## config.mk

```make
export PLATFORM = sky130hd
export DESIGN_NAME = intel_hex_record_parser
export DESIGN_NICKNAME = d
export VERILOG_FILES = /design/src/rtl/ihex_pkg.sv /design/src/rtl/intel_hex_record_parser.sv /design/src/rtl/ihex_region_check.sv /design/src/rtl/ihex_out_stage.sv /design/src/rtl/ihex_record.sv
export SDC_FILE = /design/constraint.sdc
export NUM_CORES = 1
export LEC_CHECK = 0
export ABC_AREA = 1
export ABC_CLOCK_PERIOD_IN_PS = 6450
export BUFFER_PORTS_ARGS = -buffer_cell sky130_fd_sc_hd__buf_2
export CAP_MARGIN = 30
export CORE_MARGIN = 10
export CORE_UTILIZATION = 55
export DETAILED_ROUTE_END_ITERATION = 7
export PLACE_DENSITY = 0.81
export SYNTH_ARGS = -nofsm -noshare
export SYNTH_HDL_FRONTEND = slang
export SYNTH_SLANG_ARGS = --single-unit
```

## constraint.sdc

```tcl
create_clock -name clock -period 6.45 [get_ports clock]
set_input_delay 0.9675 -clock clock [delete_from_list [all_inputs] [get_ports clock]]
set_output_delay 0.9675 -clock clock [all_outputs]
set_load 0.1 [all_outputs]
```

## src/rtl/ihex_pkg.sv

```systemverilog
// ============================================================================
// Intel HEX record parser package
// Types, constants and the hex digit decoder shared by the parser modules.
// ============================================================================
package ihex_pkg;

   // Character position within a record and byte index within the record.
   localparam int POS_W = 10;
   localparam int IDX_W = POS_W - 1;
   localparam logic [POS_W-1:0] POS_MAX = 10'd1023;

   // Configuration port.
   localparam int CSR_INDEX_W = 3;
   localparam int CSR_DATA_W  = 64;
   localparam logic [CSR_INDEX_W-1:0] REG_MODE    = 3'd0;
   localparam logic [CSR_INDEX_W-1:0] REG_REGION0 = 3'd1;

   // Operating modes.
   localparam logic [1:0] MODE_FULL     = 2'd0;
   localparam logic [1:0] MODE_CSUM     = 2'd1;
   localparam logic [1:0] MODE_ADDR     = 2'd2;
   localparam logic [1:0] MODE_CSUM_ALT = 2'd3;

   // Record status codes.
   localparam logic [2:0] ST_OK       = 3'd0;
   localparam logic [2:0] ST_DATA_OK  = 3'd1;
   localparam logic [2:0] ST_EOF      = 3'd2;
   localparam logic [2:0] ST_INCOMPAT = 3'd3;
   localparam logic [2:0] ST_CSUM_ERR = 3'd4;
   localparam logic [2:0] ST_BAD_ADDR = 3'd5;

   // Result kinds.
   localparam logic KIND_DATA   = 1'b0;
   localparam logic KIND_STATUS = 1'b1;

   // Record types.
   localparam logic [7:0] REC_DATA       = 8'h00;
   localparam logic [7:0] REC_EOF        = 8'h01;
   localparam logic [7:0] REC_EXT_LINEAR = 8'h04;

   // Byte indexes of the header fields and the first data byte.
   localparam logic [IDX_W-1:0] IDX_COUNT   = 9'd0;
   localparam logic [IDX_W-1:0] IDX_ADDR_HI = 9'd1;
   localparam logic [IDX_W-1:0] IDX_ADDR_LO = 9'd2;
   localparam logic [IDX_W-1:0] IDX_TYPE    = 9'd3;
   localparam logic [IDX_W-1:0] IDX_DATA    = 9'd4;
   localparam logic [IDX_W-1:0] IDX_OFS_LO  = 9'd5;

   // Error flag bits.
   localparam int ERR_COLON     = 0;
   localparam int ERR_MALFORMED = 1;

   // ASCII codes.
   localparam logic [7:0] CHAR_COLON = 8'h3A;
   localparam logic [7:0] ASCII_DIGIT_OFS = 8'd48;
   localparam logic [7:0] ASCII_UPPER_OFS = 8'd55;
   localparam logic [7:0] ASCII_LOWER_OFS = 8'd87;

   // Result word width, padded to whole bytes.
   localparam int RSP_TDATA_W = 56;

   typedef struct packed {
      logic       ok;
      logic [3:0] value;
   } nibble_type;

   typedef struct packed {
      logic        kind;
      logic [7:0]  data_byte;
      logic [31:0] byte_address;
      logic [2:0]  status;
      logic [7:0]  chunk_size;
   } result_type;

   // Decode one ASCII hex digit; a non-hex character gives zero and not ok.
   function automatic nibble_type hex_decode(input logic [7:0] c);
      nibble_type r;
      logic [7:0] d;
      r.ok = 1'b1;
      d    = 8'd0;
      if (c >= 8'd48 && c <= 8'd57) begin
         d = c - ASCII_DIGIT_OFS;
      end else if (c >= 8'd65 && c <= 8'd70) begin
         d = c - ASCII_UPPER_OFS;
      end else if (c >= 8'd97 && c <= 8'd102) begin
         d = c - ASCII_LOWER_OFS;
      end else begin
         r.ok = 1'b0;
      end
      r.value = d[3:0];
      return r;
   endfunction

endpackage

```

## src/rtl/intel_hex_record_parser.sv

```systemverilog
// Each character is held in the input register; its status or data word is then registered
// in the output register, from which rsp_ can take it.
// Throughput: one character per cycle while the result stream is not stalled.
// The input register refills in the same cycle it hands its word on, so no bubbles form.
// Reset is synchronous and active high: it clears record state, upper offset,
// mode and region bounds, and empties both the input and output registers.
// ============================================================================
// Intel HEX record parser
// Parses ASCII Intel HEX records one character per word and reports data
// bytes and a per-record status with checksum and address region checks.
// ============================================================================
module intel_hex_record_parser #(
   parameter int NUM_REGIONS = 4
) (
   input  logic                                clock,
   input  logic                                reset,
   // Character stream.
   input  logic                                req_tvalid,
   output logic                                req_tready,
   // ch[7:0]
   input  logic [7:0]                          req_tdata,
   input  logic                                req_tlast,
   // Result stream.
   output logic                                rsp_tvalid,
   input  logic                                rsp_tready,
   // data_byte[7:0], byte_address[39:8], status[42:40], chunk_size[50:43]
   output logic [ihex_pkg::RSP_TDATA_W-1:0]    rsp_tdata,
   // kind[0]
   output logic                                rsp_tuser,
   // Configuration writes.
   input  logic                                csr_wr_en,
   input  logic [ihex_pkg::CSR_INDEX_W-1:0]    csr_index,
   input  logic [ihex_pkg::CSR_DATA_W-1:0]     csr_wdata
);

   logic [1:0]                   mode_ff;
   logic [NUM_REGIONS-1:0][63:0] region_ff;

   logic                         in_valid_ff;
   logic [7:0]                   ch_ff;
   logic                         end_ff;

   logic                         out_free;
   logic                         step;
   logic                         res_valid;
   ihex_pkg::result_type         res;

   // Configuration registers.
   always_ff @(posedge clock) begin
      if (reset) begin
         mode_ff <= ihex_pkg::MODE_FULL;
      end else if (csr_wr_en && csr_index == ihex_pkg::REG_MODE) begin
         mode_ff <= csr_wdata[1:0];
      end
   end

   for (genvar k = 0; k < NUM_REGIONS; k++) begin : g_region
      always_ff @(posedge clock) begin
         if (reset) begin
            region_ff[k] <= '0;
         end else if (csr_wr_en &&
                      csr_index == ihex_pkg::CSR_INDEX_W'(ihex_pkg::REG_REGION0 + k)) begin
            region_ff[k] <= csr_wdata;
         end
      end
   end

   // Input register: a word moves on whenever the output side has room.
   assign step       = in_valid_ff && out_free;
   assign req_tready = !in_valid_ff || out_free;

   always_ff @(posedge clock) begin
      if (reset) begin
         in_valid_ff <= 1'b0;
      end else if (req_tready) begin
         in_valid_ff <= req_tvalid;
      end
   end

   always_ff @(posedge clock) begin
      if (req_tready) begin
         ch_ff  <= req_tdata;
         end_ff <= req_tlast;
      end
   end

   ihex_record #(
      .NUM_REGIONS (NUM_REGIONS)
   ) u_record (
      .clock         (clock),
      .reset         (reset),
      .step          (step),
      .ch            (ch_ff),
      .record_end    (end_ff),
      .mode          (mode_ff),
      .region_bounds (region_ff),
      .res_valid     (res_valid),
      .res           (res)
   );

   ihex_out_stage u_out_stage (
      .clock      (clock),
      .reset      (reset),
      .load       (step),
      .res_valid  (res_valid),
      .res        (res),
      .out_free   (out_free),
      .rsp_tvalid (rsp_tvalid),
      .rsp_tready (rsp_tready),
      .rsp_tdata  (rsp_tdata),
      .rsp_tuser  (rsp_tuser)
   );

endmodule

```

## src/rtl/ihex_region_check.sv

```systemverilog
// ============================================================================
// Address region check
// Tells whether an address lies in any of the configured [base, limit) ranges.
// ============================================================================
module ihex_region_check #(
   parameter int NUM_REGIONS = 4
) (
   input  logic [NUM_REGIONS-1:0][63:0] region_bounds,
   input  logic [31:0]                  address,
   output logic                         hit
);

   logic [NUM_REGIONS-1:0] in_region;

   // Each region compares independently; the hits are ORed.
   always_comb begin
      for (int k = 0; k < NUM_REGIONS; k++) begin
         in_region[k] = (address >= region_bounds[k][31:0]) &&
                        (address <  region_bounds[k][63:32]);
      end
   end

   assign hit = |in_region;

endmodule

```

## src/rtl/ihex_out_stage.sv

```systemverilog
// ============================================================================
// Result output register
// Holds one result word until the downstream side takes it.
// ============================================================================
module ihex_out_stage (
   input  logic                              clock,
   input  logic                              reset,
   input  logic                              load,
   input  logic                              res_valid,
   input  ihex_pkg::result_type              res,
   output logic                              out_free,
   output logic                              rsp_tvalid,
   input  logic                              rsp_tready,
   // data_byte[7:0], byte_address[39:8], status[42:40], chunk_size[50:43]
   output logic [ihex_pkg::RSP_TDATA_W-1:0]  rsp_tdata,
   // kind[0]
   output logic                              rsp_tuser
);

   logic                 valid_ff;
   ihex_pkg::result_type data_ff;

   // The register can take a new word when empty or when its word leaves now.
   assign out_free = !valid_ff || rsp_tready;

   always_ff @(posedge clock) begin
      if (reset) begin
         valid_ff <= 1'b0;
      end else if (out_free) begin
         valid_ff <= load && res_valid;
      end
   end

   always_ff @(posedge clock) begin
      if (out_free) begin
         data_ff <= res;
      end
   end

   assign rsp_tvalid = valid_ff;
   assign rsp_tuser  = data_ff.kind;
   assign rsp_tdata  = {5'd0, data_ff.chunk_size, data_ff.status,
                        data_ff.byte_address, data_ff.data_byte};

endmodule

```

## src/rtl/ihex_record.sv

```systemverilog
// ============================================================================
// Record state and character decoder
// Consumes one character per step, keeps the record state and forms results.
// ============================================================================
module ihex_record #(
   parameter int NUM_REGIONS = 4
) (
   input  logic                          clock,
   input  logic                          reset,
   input  logic                          step,
   input  logic [7:0]                    ch,
   input  logic                          record_end,
   input  logic [1:0]                    mode,
   input  logic [NUM_REGIONS-1:0][63:0]  region_bounds,
   output logic                          res_valid,
   output ihex_pkg::result_type          res
);

   logic [ihex_pkg::POS_W-1:0] pos_ff, pos_in;
   logic [3:0]                 hi_ff, hi_in;
   logic [7:0]                 sum_ff, sum_in;
   logic [7:0]                 count_ff, count_in;
   logic [15:0]                addr_ff, addr_in;
   logic [7:0]                 type_ff, type_in;
   logic [15:0]                pending_ff, pending_in;
   logic [15:0]                upper_ff, upper_in;
   logic [1:0]                 err_ff, err_in;

   ihex_pkg::nibble_type       nib;
   logic                       at_max;
   logic                       first_char;
   logic                       digit;
   logic                       byte_done;
   logic [7:0]                 byte_val;
   logic [ihex_pkg::IDX_W-1:0] idx;
   logic [ihex_pkg::IDX_W-1:0] data_idx;
   logic                       emit;
   logic [31:0]                start_end;
   logic                       region_hit;
   logic                       digits_bad;
   logic [2:0]                 status;
   logic [7:0]                 chunk;
   logic                       load_upper;

   // Character classification.
   assign nib        = ihex_pkg::hex_decode(ch);
   assign at_max     = (pos_ff == ihex_pkg::POS_MAX);
   assign first_char = (pos_ff == '0);
   assign digit      = !at_max && !first_char;
   assign byte_done  = digit && !pos_ff[0];
   assign byte_val   = {hi_ff, nib.value};
   assign idx        = pos_ff[ihex_pkg::POS_W-1:1] - 9'd1;
   assign data_idx   = idx - ihex_pkg::IDX_DATA;

   // Next record state from this character.
   always_comb begin
      pos_in     = pos_ff;
      hi_in      = hi_ff;
      sum_in     = sum_ff;
      count_in   = count_ff;
      addr_in    = addr_ff;
      type_in    = type_ff;
      pending_in = pending_ff;
      err_in     = err_ff;
      if (at_max) begin
         err_in[ihex_pkg::ERR_MALFORMED] = 1'b1;
      end else begin
         pos_in = pos_ff + 10'd1;
         if (first_char) begin
            if (ch != ihex_pkg::CHAR_COLON) begin
               err_in[ihex_pkg::ERR_COLON] = 1'b1;
            end
         end else if (!nib.ok) begin
            err_in[ihex_pkg::ERR_MALFORMED] = 1'b1;
         end
      end
      if (digit && pos_ff[0]) begin
         hi_in = nib.value;
      end
      if (byte_done) begin
         sum_in = sum_ff + byte_val;
         unique case (idx)
            ihex_pkg::IDX_COUNT:   count_in = byte_val;
            ihex_pkg::IDX_ADDR_HI: addr_in[15:8] = byte_val;
            ihex_pkg::IDX_ADDR_LO: addr_in[7:0] = byte_val;
            ihex_pkg::IDX_TYPE:    type_in = byte_val;
            ihex_pkg::IDX_DATA:    pending_in[15:8] = byte_val;
            ihex_pkg::IDX_OFS_LO:  pending_in[7:0] = byte_val;
            default: ;
         endcase
      end
   end

   // Tentative data byte emission.
   assign emit = byte_done && (idx >= ihex_pkg::IDX_DATA) &&
                 (mode == ihex_pkg::MODE_FULL) && (type_ff == ihex_pkg::REC_DATA) &&
                 (err_in == 2'b00) && (data_idx < {1'b0, count_ff});

   // Record start address as seen at the end of the record.
   assign start_end = {upper_ff, addr_in};

   ihex_region_check #(
      .NUM_REGIONS (NUM_REGIONS)
   ) u_region_check (
      .region_bounds (region_bounds),
      .address       (start_end),
      .hit           (region_hit)
   );

   // The digit count is the new position less one: it must be even and at least two.
   assign digits_bad = (pos_in < 10'd3) || !pos_in[0];

   // Status decision in priority order.
   always_comb begin
      status     = ihex_pkg::ST_OK;
      chunk      = 8'd0;
      load_upper = 1'b0;
      if (err_in[ihex_pkg::ERR_COLON]) begin
         status = ihex_pkg::ST_INCOMPAT;
      end else if (err_in[ihex_pkg::ERR_MALFORMED] || digits_bad || (sum_in != 8'd0)) begin
         status = ihex_pkg::ST_CSUM_ERR;
      end else if (mode == ihex_pkg::MODE_CSUM || mode == ihex_pkg::MODE_CSUM_ALT) begin
         status = ihex_pkg::ST_OK;
      end else begin
         case (type_in)
            ihex_pkg::REC_DATA: begin
               if (!region_hit) begin
                  status = ihex_pkg::ST_BAD_ADDR;
               end else if (mode == ihex_pkg::MODE_FULL) begin
                  status = ihex_pkg::ST_DATA_OK;
                  chunk  = count_in;
               end else begin
                  status = ihex_pkg::ST_OK;
               end
            end
            ihex_pkg::REC_EOF: begin
               status = ihex_pkg::ST_EOF;
            end
            ihex_pkg::REC_EXT_LINEAR: begin
               status     = ihex_pkg::ST_OK;
               load_upper = 1'b1;
            end
            default: begin
               status = ihex_pkg::ST_INCOMPAT;
            end
         endcase
      end
   end

   // Result word: the status on the last character, otherwise a data byte.
   always_comb begin
      if (record_end) begin
         res_valid        = 1'b1;
         res.kind         = ihex_pkg::KIND_STATUS;
         res.data_byte    = 8'd0;
         res.byte_address = start_end;
         res.status       = status;
         res.chunk_size   = chunk;
      end else begin
         res_valid        = emit;
         res.kind         = ihex_pkg::KIND_DATA;
         res.data_byte    = byte_val;
         res.byte_address = {upper_ff, addr_ff} + {23'd0, data_idx};
         res.status       = ihex_pkg::ST_OK;
         res.chunk_size   = 8'd0;
      end
   end

   // The upper offset changes only on a valid extended linear address record.
   assign upper_in = (record_end && load_upper) ? pending_in : upper_ff;

   // Record state; everything but the upper offset clears at the end of a record.
   always_ff @(posedge clock) begin
      if (reset) begin
         pos_ff     <= '0;
         hi_ff      <= '0;
         sum_ff     <= '0;
         count_ff   <= '0;
         addr_ff    <= '0;
         type_ff    <= '0;
         pending_ff <= '0;
         upper_ff   <= '0;
         err_ff     <= '0;
      end else if (step) begin
         upper_ff <= upper_in;
         if (record_end) begin
            pos_ff     <= '0;
            hi_ff      <= '0;
            sum_ff     <= '0;
            count_ff   <= '0;
            addr_ff    <= '0;
            type_ff    <= '0;
            pending_ff <= '0;
            err_ff     <= '0;
         end else begin
            pos_ff     <= pos_in;
            hi_ff      <= hi_in;
            sum_ff     <= sum_in;
            count_ff   <= count_in;
            addr_ff    <= addr_in;
            type_ff    <= type_in;
            pending_ff <= pending_in;
            err_ff     <= err_in;
         end
      end
   end

`ifndef NO_ASSERTIONS
   // Data bytes come only in full mode and only from error-free records.
   a_data_only_full: assert property (@(posedge clock) disable iff (reset)
      step && res_valid && (res.kind == ihex_pkg::KIND_DATA) |->
         (mode == ihex_pkg::MODE_FULL) && (err_ff == 2'b00))
      else $error("data byte emitted outside full mode or after an error");

   // A record end always returns the position to the start.
   a_end_clears: assert property (@(posedge clock) disable iff (reset)
      step && record_end |=> (pos_ff == '0) && (err_ff == 2'b00))
      else $error("record state not cleared after record end");

   // The upper offset moves only at the end of a record.
   a_upper_stable: assert property (@(posedge clock) disable iff (reset)
      !(step && record_end) |=> $stable(upper_ff))
      else $error("upper offset changed in the middle of a record");

   // A chunk size is reported only with the data ok status.
   a_chunk_with_data_ok: assert property (@(posedge clock) disable iff (reset)
      step && res_valid && (res.chunk_size != 8'd0) |->
         (res.kind == ihex_pkg::KIND_STATUS) && (res.status == ihex_pkg::ST_DATA_OK))
      else $error("chunk size given without data ok status");
`endif

endmodule
```

== Word level (Yosys, flattened, before mapping) ==
Index checks and enable logic that the tools add are counted.

* Add/sub/neg operators: 8
* Magnitude comparators: 17
* Eq/ne operators: 15
* Muxes and demuxes: 51
* Bitwise logic cells: 4
* Reduce and logical (&&, ||, !) cells: 49

{| class="wikitable"
|+ Operators by type and width
! cell !! number
|-
| $mux W8 || 18
|-
| $ge A32 B32 Y1 || 4
|-
| $lt A32 B32 Y1 || 4
|-
| $mux W16 || 4
|-
| $mux W52 || 1
|-
| $add A32 B9 Y32 || 1
|-
| $logic_and A1 B1 Y1 || 23
|-
| $mux W10 || 2
|-
| $mux W4 || 5
|-
| $eq A9 B2 Y1 const B || 2
|-
| $eq A9 B3 Y1 const B || 2
|-
| $ge A8 B7 Y1 const B || 2
|-
| $le A8 B7 Y1 const B || 2
|-
| $logic_not A8 Y1 || 2
|-
| $mux W1 || 15
|-
| $mux W3 || 4
|-
| $add A10 B1 Y10 const B || 1
|-
| $eq A10 B10 Y1 const B || 1
|-
| $logic_not A10 Y1 || 1
|-
| $lt A10 B2 Y1 const B || 1
|-
| $eq A9 B1 Y1 const B || 1
|-
| $ge A9 B3 Y1 const B || 1
|-
| $logic_not A9 Y1 || 1
|-
| $lt A9 B8 Y1 || 1
|-
| other kinds (28) || 45
|}

* Bits in registers: 409
* Input port bits: 81
* Output and inout bits: 59
* Logic and storage cells: 168

== Logic depth before layout (Yosys ltp) ==
* Word-level depth: 16
* Gate-level depth with buffers: 31
* Gate-level depth less buffers: 31

== Cells and area by module ==
From an unflattened synthesis, not the netlist that was laid out.

* Cells, all modules: 3783
* Area total of the unflattened synthesis: 25878.6 um2

{| class="wikitable"
|+ Modules (own cells, without submodules)
! module !! times used !! cells an instance !! area each (um2) !! seq. area each (um2)
|-
| intel_hex_record_parser || 1 || 1496 || 10636.5 || 5455.2
|-
| ihex_record || 1 || 1138 || 6962.9 || 1761.7
|-
| ihex_region_check || 1 || 1086 || 6633.9 || 0.0
|-
| ihex_out_stage || 1 || 63 || 1645.3 || 1581.5
|}

== Worst setup path after synthesis ==
No wires, ideal clock.

* Path type: register to register
* Start: reg u_record.pos_ff[1] (netlist bit)
* End: reg u_out_stage.data_ff, in the netlist u_out_stage.rsp_tdata[43], data pin
* Setup time: 0.261 ns
* Data arrival time: 4.175 ns
* Data required time: 6.189 ns
* Slack: 2.014 ns
* Stages on the path, launching flop included: 28
* Path buffers: 1
* Clock period less this slack: 4.436 ns
* Path through: dfxtp_1 > inv_1 > ha_1 > inv_1 > nor2_2 > nor2_1 > ha_1 > nand2_1 > nor2_1 > nand3_1 > clkbuf_1 > o21ai_0 > ha_1 > a21oi_1 > nor2_1 > a211oi_1 > o21a_1 > o21ai_0 > nand2_1 > nand2_1 > a21oi_1 > o21ai_0 > nand2_1 > inv_1 > nand2_1 > nand2_1 > nor2_4 > nor3b_1

* Word-level cells in the longest chain between the ends: 10
* Elaborated cells on any way between the ends: 48
* Those cells by class: add/sub (2); order compare (9); eq/ne (4); mux (13); bitwise (2); reduce/logical (18)

{| class="wikitable"
|+ Ends and longest elaborated chain
! what !! line !! RTL
|-
| from (decl) || ihex_record.sv:19 || <nowiki>logic [ihex_pkg::POS_W-1:0] pos_ff, pos_in;</nowiki>
|-
| from (signal assigned) || ihex_record.sv:196 || <nowiki>pos_ff <= pos_in;</nowiki>
|-
| parallel branches: the longest is 10 deep, another holds $ge A32 B32 Y1 || -- ||
|-
| to (signal assigned) || ihex_out_stage.sv:36 || <nowiki>data_ff <= res;</nowiki>
|-
| to (decl) || ihex_out_stage.sv:21 || <nowiki>ihex_pkg::result_type data_ff;</nowiki>
|}

Parallel ways; which one is timed is not known.
A chain may end at the register's enable or synchronous reset.

== Worst setup path after layout ==
* Start: reg u_record.pos_ff[1] (netlist bit)
* End: reg u_out_stage.data_ff, in the netlist u_out_stage.rsp_tdata[46], data pin

Same word-level chain as after synthesis.

==> impl_summary.md <==
Logic synthesis
The cell taking the most area after synthesis is dfxtp_1. The portion of the post-synthesis area used by sequential elements is 0.382. The post-synthesis cell count is 2,964.

The count of cell types in the netlist is 56. For this run, asynchronously set or reset flops after synthesis account for 0. In this run, synthesis inferred 61 flip-flops with an integrated enable. The top flip-flop cell by instance count after synthesis is dfxtp_1. For this run, the number of Yosys warnings is 0. In this run the mean area of a mapped cell was 7.76 µm². After synthesis, the cell types taking the most area are dfxtp_1, ha_1, a21oi_1, edfxtp_1, o21ai_0.

Summing every instance area after synthesis gives 0.0230 mm². Counting flops and latches in the post-synthesis netlist gives 409. The fraction of synthesized cell area taken by the top area cell type is 0.303.

Critical path
The largest single stage delay on the critical path is 430 ps. At the worst endpoint, the arrival time is 5480 ps. The standard cell with the maximum stage delay on the critical path is dfxtp_1. The worst setup path is captured at a register. The number of buffers and inverters on the critical path is 4. Among cell families on the critical path, the largest total delay comes from simple AND/OR/NAND/NOR gates.

The category of the most critical setup path is register to register. The sort of element at the start of the critical path is a register. The required time of the critical path is 6750 ps. In this design, the critical path's most frequently occurring cell is nand2_1. In this run the worst path has a maximum fanout of 14.

Pwr
Power spread over the standard cell area amounts to 232 mW/mm². The proportion of power drawn by flip-flops and latches is 0.451. Of the total power, the share spent switching nets is 0.263.

The leakage power total is 11.0 nW. The power after layout is 5.96 mW. The share of total power dissipated in the clock network is 0.442. Across the VDD grid, the largest voltage drop is 0.000188 V. The logic gate share of total power is 0.107. Internal power comes to 4.39 mW. Summed over all nets, the switching power comes to 1.57 mW.

Place
During placement, the flow inserted port buffers numbering 134. At the placement stage, the worst setup path has a slack of 1450 ps. Routability-driven placement finished with a final weighted congestion of 0.920. After legalization and detailed placement, the total HPWL measured 46,600 µm.

Clock network
The number of hold buffers added after CTS was 0. Once the clock tree was built, the resizer swapped 0 gates to a different size. TritonCTS built the clock tree. The insertion delay to the later sink of the worst-skew pair is 580 ps. The clock passes through at most 3 buffers. The H-tree was split into 2 levels.

The clock net sink count is 409. In this run the clock root is driven by a clkbuf_16. The number of buffers added by the clock tree synthesis step is 45.

The number of setup buffers added after CTS is 0. After clock tree synthesis, the clock-pin slew on the worst setup and hold paths is 60 ps.

Run status
The flow ran to the end, but the final reports show violations. The final reports fail on design-rule violations.

Drt
The final antenna-violating net count is 0. Summing over every cut layer, the via total after detailed routing is 20,600. In this run, the number of DRC markers left after iteration 0 of detailed routing was 2,024. In the routed design, unresolved DRC markers number 3.

Wires add up to 64,100 µm. The first detailed-routing pass ran for 8 iterations. After detailed routing, the number of vias per cell comes to 5.68. After detailed routing, the average wire length per cell comes to 17.7 µm.

Timing
For the pin with the worst max-slew slack, the measured transition is 941 ps. The remaining max-slew budget at the tightest pin is 0.373. The final-report hold violation count was 0. The final clock skew is 20.8 ps. Summed over all failing endpoints, the final setup total negative slack is 0 ps. The shortest period the worst path allows is 5180 ps. Setup slack on the critical path of the routed design comes to 1270 ps.

Setup violations remaining at the end of the flow were counted as 0. Setup repair after global routing left no endpoint under its margin. The final hold slack is 456 ps.

The count of final max-slew check failures is 0. Derived from the worst setup path, the maximum achievable clock frequency is 193 MHz. Of the available clock period, the critical path in the final layout requires 0.803.

Finish
The area growth from synthesis to layout is 11.6%. The net count of the finished layout is 3,431. The utilization after layout is 0.625.

The most common cell after layout, fill and taps aside is nand2_1. In the final layout, the share of cells above drive strength 1 is 0.101. The library cells used most frequently in the layout, excluding fill and tap cells, are nand2_1, a21oi_1, inv_1, o21ai_0, dfxtp_1.

Job
Max-cap violations in this run came to 0.

Hold path
The class of the tightest hold or removal check is register to register.

Floorplan
Pin placement for this block handled 140 I/O pins. The core area is 0.0411 mm². The die is 225 µm wide.

The die covers 0.0504 mm². The total number of placement rows is 74. The chip height is 225 µm. The initial utilization of the core area, before any placement, comes to 0.560.

Global routing
For this run the aggregate overflow at the end of global routing stands at 0. The pin count of the biggest net entering global routing is 163. Across every metal layer, demand over resource in global routing totals 0.246.

The number of global-route vias before repair is 19,900. The number of antenna violations at the first check in global routing came to 3. The wire length of the first global-routing pass is 102,000 µm.
## state kept, by name, summed over array words and instances (netlist names), 2 cells and up
signal,count
region_ff,256
u_out_stage.rsp_tdata,51
u_record.addr_ff,16
u_record.pending_ff,16
u_record.upper_ff,16
u_record.pos_ff,10
ch_ff,8
u_record.count_ff,8
u_record.sum_ff,8
u_record.type_ff,8
u_record.hi_ff,4
mode_ff,2
u_record.err_ff,2
## logic make-up (layout without fill, tap and decap cells)
family,after synthesis,count (layout),synth area share
buf+inv,543,667,0.0917
other cells,1,8,0.000163
simple gates,804,804,0.152
flops,409,409,0.382
fa+ha+maj,291,291,0.159
xor+xnor,41,41,0.0156
compound gates,875,875,0.199
## power by group through the flow
| stage | logic (mW) | registers [mW] | clock network [mW] |
|---|---|---|---|
| after global placement | 0.603 | 2.74 | 0 |
| after global routing | 0.701 | 2.69 | 2.76 |
| final | 0.638 | 2.68 | 2.63 |
| after CTS | 0.631 | 2.68 | 2.67 |
| after floorplan | 0.344 | 2.83 | 0 |
| after detailed placement | 0.625 | 2.74 | 0 |
## layout make-up
class,instances,area (µm²)
antenna,3,7.51
clock buffer,61,1260
clock inverter,19,234
fill,3451,15400
inverter,414,1560
multi-input combinational,2016,12200
sequential,409,8800
tap,532,666
timing repair buffer,173,998
## worst reg2reg max path, delay by kind of cell, from the launching register on
kind                     cells  cell delay (ps)
buffers and inverters        4              490
AND/OR/NAND/NOR             15             2350
adder cells (fa/ha/maj)      3              780
AO/OA/AOI/OAI                6              860
flip-flops                   1              430
## per-stage QoR
stage	instance area, µm²	cells
3_5_place_dp	24200	3543
2_1_floorplan	23000	2968
3_3_place_gp	24100	3540
5_1_grt	25700	3625
4_1_cts	25700	3623
6_report	25700	3627
## routing by layer
layer,share of wire,vias to the layer above,track usage
li1,-,10100,-
met1,0.41,9579,0.305
met2,0.47,746,0.416
met3,0.072,164,0.0439
met4,0.038,2,0.102
met5,0.00019,-,0
## cell usage after synthesis (all sizes together), types with 18 or more instances
cell,count
nand4,33
o21ai,368
inv,412
nand2,471
nand3,51
xor2,36
nor3,31
clkbuf,111
a21oi,446
or2,25
edfxtp,61
dfxtp,348
nor2,163
buf,18
a211oi,26
ha,289
## worst paths after layout
check | startpoint | to | slack [ps] | cells past startpoint
setup reg to reg | u_record.pos_ff[1]$_SDFFE_PP0P_ | u_out_stage.rsp_tdata[46]$_SDFFCE_PP0N_ | 1270 | 28
hold / removal | region_ff[160]$_SDFFE_PP0P_ | region_ff[160]$_SDFFE_PP0P_ | 460 | 2
setup / recovery | u_record.pos_ff[1]$_SDFFE_PP0P_ | u_out_stage.rsp_tdata[46]$_SDFFCE_PP0N_ | 1270 | 28
hold reg to reg | region_ff[160]$_SDFFE_PP0P_ | region_ff[160]$_SDFFE_PP0P_ | 460 | 2
Note: power is estimated with default switching activity, not from simulation.
